[src/hw/rtl/soc_pkg.sv]
// Shared types and constants for the segment overlap counter.
// Used by soc_walker, soc_cover, segment_overlap_counter and the testbench; depends on nothing.
package soc_pkg;

  // Width of one coordinate field on the ports.
  localparam int unsigned FieldW = 10;

  // Running total width and its saturation value.
  localparam int unsigned TotalW = 21;
  localparam logic [TotalW-1:0] TotalMax = {TotalW{1'b1}};

  // Per-cell coverage counter: saturates at three, overlap counted on reaching two.
  localparam logic [1:0] CntSat       = 2'd3;
  localparam logic [1:0] OverlapLevel = 2'd2;

  // Step pattern of the cell walk.
  typedef struct packed {
    logic x_en;
    logic x_up;
    logic y_en;
    logic y_up;
  } step_t;

  // Status of the coverage store toward the sequencer.
  typedef struct packed {
    logic ready;  // clearing pass finished
    logic done;   // last cell of a segment written back
  } cov_stat_t;

  // Top level control states.
  typedef enum logic [1:0] {
    ST_CLEAR,
    ST_IDLE,
    ST_WALK,
    ST_EMIT
  } soc_state_e;

endpackage

[src/hw/rtl/soc_walker.sv]
// Cell walker: turns one segment into a stream of grid cell addresses, one per cycle.
// Depends on soc_pkg.
module soc_walker import soc_pkg::*; #(
  parameter int unsigned CoordW = 10
) (
  input  logic                clk_i,
  input  logic                rst_ni,
  input  logic                start_i,
  input  logic [CoordW-1:0]   x1_i,
  input  logic [CoordW-1:0]   y1_i,
  input  logic [CoordW-1:0]   x2_i,
  input  logic [CoordW-1:0]   y2_i,
  output logic                cell_valid_o,
  output logic                cell_last_o,
  output logic [2*CoordW-1:0] cell_addr_o
);

  logic              busy_q, busy_d;
  logic [CoordW-1:0] x_q, x_d;
  logic [CoordW-1:0] y_q, y_d;
  logic [CoordW-1:0] cnt_q, cnt_d;
  step_t             step_q, step_d;

  logic              x_lt, y_lt;
  logic [CoordW-1:0] x_span, y_span;
  logic              last;

  // Span and direction of the new segment.
  assign x_lt   = x1_i < x2_i;
  assign y_lt   = y1_i < y2_i;
  assign x_span = x_lt ? (x2_i - x1_i) : (x1_i - x2_i);
  assign y_span = y_lt ? (y2_i - y1_i) : (y1_i - y2_i);

  assign last = (cnt_q == '0);

  // Load on start, otherwise step one cell per cycle until the count runs out.
  always_comb begin
    busy_d = busy_q;
    x_d    = x_q;
    y_d    = y_q;
    cnt_d  = cnt_q;
    step_d = step_q;
    if (start_i) begin
      busy_d = 1'b1;
      if (y1_i == y2_i) begin
        // Horizontal, including a single point: walk x upward from the low end.
        x_d    = x_lt ? x1_i : x2_i;
        y_d    = y1_i;
        cnt_d  = x_span;
        step_d = '{x_en: 1'b1, x_up: 1'b1, y_en: 1'b0, y_up: 1'b0};
      end else if (x1_i == x2_i) begin
        // Vertical: walk y upward from the low end.
        x_d    = x1_i;
        y_d    = y_lt ? y1_i : y2_i;
        cnt_d  = y_span;
        step_d = '{x_en: 1'b0, x_up: 1'b0, y_en: 1'b1, y_up: 1'b1};
      end else begin
        // Slanted: x span sets the length, y wraps around the grid.
        x_d    = x1_i;
        y_d    = y1_i;
        cnt_d  = x_span;
        step_d = '{x_en: 1'b1, x_up: x_lt, y_en: 1'b1, y_up: y_lt};
      end
    end else if (busy_q) begin
      if (last) begin
        busy_d = 1'b0;
      end else begin
        cnt_d = cnt_q - 1'b1;
        if (step_q.x_en) begin
          x_d = step_q.x_up ? (x_q + 1'b1) : (x_q - 1'b1);
        end
        if (step_q.y_en) begin
          y_d = step_q.y_up ? (y_q + 1'b1) : (y_q - 1'b1);
        end
      end
    end
  end

  always_ff @(posedge clk_i or negedge rst_ni) begin
    if (!rst_ni) begin
      busy_q <= 1'b0;
    end else begin
      busy_q <= busy_d;
    end
  end

  always_ff @(posedge clk_i) begin
    x_q    <= x_d;
    y_q    <= y_d;
    cnt_q  <= cnt_d;
    step_q <= step_d;
  end

  assign cell_valid_o = busy_q;
  assign cell_last_o  = last;
  assign cell_addr_o  = {y_q, x_q};

endmodule

[config.mk]
export PLATFORM = sky130hd
export DESIGN_NAME = soc_walker
export DESIGN_NICKNAME = d
export VERILOG_FILES = /design/src/hw/rtl/soc_pkg.sv /design/src/hw/rtl/soc_walker.sv
export SDC_FILE = /design/constraint.sdc
export NUM_CORES = 1
export LEC_CHECK = 0
export BUFFER_PORTS_ARGS = -buffer_cell sky130_fd_sc_hd__buf_2
export CAP_MARGIN = 10
export CORE_MARGIN = 4
export CORE_UTILIZATION = 40
export DETAILED_ROUTE_END_ITERATION = 7
export SYNTH_ARGS = -nofsm -noshare
export SYNTH_HDL_FRONTEND = slang
export SYNTH_SLANG_ARGS = --single-unit
[constraint.sdc]
create_clock -name clk_i -period 7.55 [get_ports clk_i]
set_input_delay 0.3775 -clock clk_i [delete_from_list [all_inputs] [get_ports clk_i]]
set_output_delay 0.3775 -clock clk_i [all_outputs]
set_load 0.01 [all_outputs]
## After elaboration in Yosys (flattened, before gate mapping)

Cells that the tools add are included.
Widths: inputs -> output; s select.

| cells by class | value |
|---|---|
| $add $sub $neg | 9 |
| multipliers | 0 |
| divide/modulo/power cells | 0 |
| order comparisons | 2 |
| equality and inequality tests | 3 |
| shifts and indexed selects | 0 |
| mux-type cells | 26 |
| bitwise gates (word level) | 0 |
| reduce and logical (&&, ||, !) cells | 7 |

Operators by type and width:

| operator | number |
|---|---|
| $mux 10 | 22 |
| $sub 10x10->10 | 4 |
| $sub 10x1->10 const B | 3 |
| $add 10x1->10 const B | 2 |
| $eq 10x10->1 | 2 |
| $lt 10x10->1 | 2 |
| $logic_not 10->1 | 1 |
| $reduce_and 3->1 | 2 |
| $reduce_bool 2->1 | 3 |
| $mux 4 | 1 |
| $mux 1 | 3 |
| $ne 2x2->1 const B | 1 |
| $reduce_and 2->1 | 1 |

| word-level totals | value |
|---|---|
| bits in registers | 35 |
| latch bits | 0 |
| RAM bits | 0 |
| memory bits (read-only) | 0 |
| input bits | 43 |
| output and inout bits | 22 |
| logic and storage cells | 55 |
| memories kept | 0 |

## Longest topological paths before layout

| depth | value |
|---|---|
| word-level depth | 6 |
| mapped depth | 13 |
| mapped depth without buffers | 11 |

## Least setup slack after synthesis

No wires, ideal clock.

| timing | value |
|---|---|
| path type | input to register |
| from | input port y1_i[0] |
| to | register y_q[9], data pin |
| library setup time | 266 ps |
| arrival time | 2439 ps |
| data required time | 7284 ps |
| setup slack | 4845 ps |
| cell stages on the path | 12 |
| path buffers | 1 |
| cell sequence | inv_1 ha_1 fa_1 nand2b_1 a21oi_1 nor3_1 o31a_1 buf_4 nor2_4 mux2_1 nand2_1 o21ai_1 |

| on the way | value |
|---|---|
| longest elaborated chain between the ends | 5 |
| elaborated cells on any way between the ends | 6 |
| those cells by class | order compare (1); eq/ne (1); mux (4) |

Ends and longest elaborated chain:

| what | RTL line | text |
|---|---|---|
| start: declaration | soc_walker.sv:10 | `input logic [CoordW-1:0] y1_i,` |
| $lt 10x10->1 | soc_walker.sv:30 | `assign y_lt = y1_i < y2_i;` |
| $mux 10 | soc_walker.sv:54 | `y_d = y_lt ? y1_i : y2_i;` |
| $mux 10 | soc_walker.sv:51 | `end else if (x1_i == x2_i) begin` |
| $mux 10 * | soc_walker.sv:45 | `if (y1_i == y2_i) begin` |
| $mux 10 * | soc_walker.sv:43 | `if (start_i) begin` |
| net y_d[9] | soc_walker.sv:20 | `logic [CoordW-1:0] y_q, y_d;` |
| end signal: assignment | soc_walker.sv:89 | `y_q <= y_d;` |
| end: declaration | soc_walker.sv:20 |  |

The timed path passes the listed nets; every way through them passes the cells marked *.
A chain may end at the register's enable or synchronous reset.

## Worst setup path after layout

| timing | value |
|---|---|
| from | input port x1_i[0] |
| to | register x_q[9], data pin |

| on the way | value |
|---|---|
| longest elaborated chain between the ends | 4 |

Ends and longest elaborated chain:

| what | RTL line | text |
|---|---|---|
| start: declaration | soc_walker.sv:9 | `input logic [CoordW-1:0] x1_i,` |
| $lt 10x10->1 | soc_walker.sv:29 | `assign x_lt = x1_i < x2_i;` |
| $mux 10 | soc_walker.sv:47 | `x_d = x_lt ? x1_i : x2_i;` |
| $mux 10 | soc_walker.sv:45 |  |
| $mux 10 | soc_walker.sv:43 |  |
| net x_d[9] | soc_walker.sv:19 | `logic [CoordW-1:0] x_q, x_d;` |
| end signal: assignment | soc_walker.sv:88 | `x_q <= x_d;` |
| end: declaration | soc_walker.sv:19 |  |

The timed path passes the listed nets, and every way through them passes these cells.

==> reports/metrics.cfg <==
[outcome]
status = finished, final reports clean

[final_layout]
nFillCells = 1033
fin_nets = 650
diodes = 0
area_delta_synth_final_pct = 12.6
final_cell_count_no_fill = 683
finish.utilization_pct = 46.1
drive_gt1_share_pct = 15.4
postLayoutCellArea_um2 = 4760

[power_and_ir_drop]
irDropWorstVdd_mv = 0.0778
powerDensity_nw_per_um2 = 195
power.share.combinational_pct = 52.0
p_seq_share_pct = 33.1
p_leak_nw = 2.19
p_sw_mw = 0.371
internal_power_mw = 0.558
switching_share_pct = 39.9
pwr-share-clk_pct = 14.9

[route]
wl_per_cell_um = 14.9
first_pass_iters = 4
drc = 0
via_per_inst = 5.26
wirelength_um = 10200
drt_iter0_drc = 162
vias = 3592
ant_nets = 0

[sta]
fin_tns_setup_ns = 0
setup_viol = 0
timing.hold.ws_ns = 0.382
min_period_over_period_pct = 40.6
hold_viol_final = 0
grt_setup_unrepaired = no
worst_slew_pin_slew_ns = 0.990
fin_skew_ns = 0.00489
period_needed_ns = 3.07
max_freq_mhz = 326
relSlewSlack_pct = 33.8
slew_viol_final = 0

[global_routing]
grt_max_degree = 65
gr-total-overflow = 0
groute.usage.overall_pct = 16.4
grt_pass1_wl_um = 16900
grt_pass1_vias = 3517
grt_antenna_before_repair = 0

[logic_synthesis]
synth-seq-cells = 35
async_flop_share_pct = 2.86
synth_nets = 589
synth_edf_count = 34
seq_area_frac_synth_pct = 24.7
ys_types = 54
yosysWarnings = 0
syn_area_um2 = 4230
ys.flop_type = edfxtp_1
synth.avg_cell_area_um2 = 8.72
synthCells = 485

[run]
cap_viol_max_count = 0

[cts]
clock_latency_ns = 0.30
path_clk_slew_ns = 0.07
numCtsBuffers = 5
htree_levels = 2
cts_root_buf = clkbuf_8
clock_sinks = 35
cts_tree = yes
post_cts_buffers = 0
ctsLongestPathBuffers = 2

[die]
boundaryPins = 65
die_w_um = 111
initial_utilization_pct = 41.0
die_area_um2 = 12300
core_area_um2 = 10300
die_h_um = 111
rows = 37

[min_path]
hold_class = in -> async

[setup_path]
criticalPathCategory = in -> reg
required_ns = 7.57
cp-end-kind = flip-flop
startpoint_type = input port
critPathMaxFanout = 8
arrival_ns = 3.09

[placement]
dp_cells = 674
io_buffers = 64
place_area_um2 = 4670
place_congestion = 0.852
detailed_place_hpwl_um = 8090

## per-stage QoR
step | setup WS (ns) | total power, mW
floorplan | 4.85 | 0.671
global placement | 4.24 | 0.786
detailed placement | 4.20 | 0.791
CTS | 4.53 | 0.936
global route | 4.38 | 1.01
finish | 4.48 | 0.929
## power groups by stage
| stage | clock, mW | sequential [mW] | combinational [mW] |
|---|---|---|---|
| 6_report | 0.139 | 0.308 | 0.483 |
| 5_1_grt | 0.149 | 0.315 | 0.544 |
| 4_1_cts | 0.142 | 0.308 | 0.485 |
| 3_5_place_dp | 0 | 0.312 | 0.479 |
| 3_3_place_gp | 0 | 0.311 | 0.475 |
| 2_1_floorplan | 0 | 0.321 | 0.350 |
## logic make-up after synthesis
| kind of cell | share of synthesized area (%) |
|---|---|
| xor gates and xnor gates | 7.46 |
| buffers and inverters | 6.39 |
| muxes | 10.0 |
| DFF | 24.7 |
| and+or+nand+nor | 12.3 |
| adders and majority gates | 19.1 |
| AOI/OAI and AO/OA | 19.9 |
## worst max-delay path: stages
cell and delay (ns):
buf_2 0.10, inv_1 0.04, ha_1 0.22, fa_1 0.40, nand2b_1 0.18, a21oi_2 0.21, o311ai_4 0.18, a21oi_1 0.54
buf_4 0.29, mux2_2 0.36, nand2_1 0.09, o21ai_0 0.09
## final timing paths
| kind | start | endpoint | slack, ns | depth (start not counted) |
|---|---|---|---|---|
| max | x1_i[0] | x_q[9]$_DFFE_PP_ | 4.48 | 12 |
| min | rst_ni | cell_valid_o$_DFF_PN0_ | 0.38 | 2 |
| max reg2reg | step_q[0]$_SDFFCE_PP0P_ | y_q[9]$_DFFE_PP_ | 4.78 | 9 |
| min reg2reg | cell_valid_o$_DFF_PN0_ | cell_valid_o$_DFF_PN0_ | 0.56 | 2 |
| max in group asynchronous | rst_ni | cell_valid_o$_DFF_PN0_ | 7.08 | 2 |
| min in group clk_i | y1_i[7] | y_q[7]$_DFFE_PP_ | 0.52 | 3 |
## layout make-up
class,count,area (µm²),area share (%)
multi-input combinational,382,2910,61.2
sequential,35,1050,22.0
timing repair buffer,67,345,7.26
inverter,55,206,4.34
tap,136,170,3.58
clock buffer,6,72.6,1.52
clock inverter,2,7.51,0.158
## sequential cells by signal, indices dropped and copies added (netlist names)
| name | cells |
|---|---|
| step_q | 4 |
| y_q | 10 |
| cnt_q | 10 |
| cell_valid_o | 1 |
| x_q | 10 |
## cell usage after synthesis (2+ instances only)
cell	n	area, µm²
o21ai_0	25	125
edfxtp_1	34	1020
xor2_1	16	140
a21boi_0	2	15.0
nor3_1	6	30.0
and2_1	5	31.3
mux2_2	2	22.5
ha_1	55	688
clkbuf_1	8	30.0
mux2_1	2	22.5
xnor2_1	20	175
a21o_1	12	90.1
o21bai_1	2	15.0
o41ai_1	2	17.5
inv_1	55	206
a221oi_1	4	35.0
a211oi_1	3	22.5
o21ai_1	2	10.0
a21oi_2	3	26.3
fa_1	6	120
o2bb2ai_1	2	17.5
or3_1	6	37.5
nand3_1	8	40.0
o21a_1	5	37.5
a21oi_1	54	270
buf_2	3	15.0
mux2i_1	35	350
o211ai_1	2	15.0
nor2_1	43	161
a31oi_1	3	18.8
nand2b_1	7	43.8
nor2b_1	6	37.5
o31a_1	3	26.3
nand2_1	24	90.1
## layer usage
metal	up-vias	GRT usage [%]	share of wire, %
li1	1835	-	-
met1	1676	23.2	51
met2	72	26.2	45
met3	9	2.24	3.4
met4	0	4.84	1.4
met5	-	0	0
## timing repair
action / CTS / global route
hold endpoints to repair: 1 / 0
hold buffers: 1 / 0
resized for setup: 0 / 0
## cell usage in the layout, fill, tap and decap left out, types with 3 or more instances in the layout
cell      Yosys  final
buf_2         3     64
inv_1        55     55
ha_1         55     55
a21oi_1      54     54
nor2_1       43     43
mux2i_1      35     35
edfxtp_1     34     34
o21ai_0      25     25
nand2_1      24     24
xnor2_1      20     20
xor2_1       16     16
a21o_1       12     12
nand3_1       8      8
nand2b_1      7      7
nor3_1        6      6
or3_1         6      6
nor2b_1       6      6
fa_1          6      6
and2_1        5      5
o21a_1        5      5
clkbuf_8      0      5
a221oi_1      4      4
a21oi_2       3      3
o31a_1        3      3
a211oi_1      3      3
a31oi_1       3      3
Power figures use the tool's default switching activity.
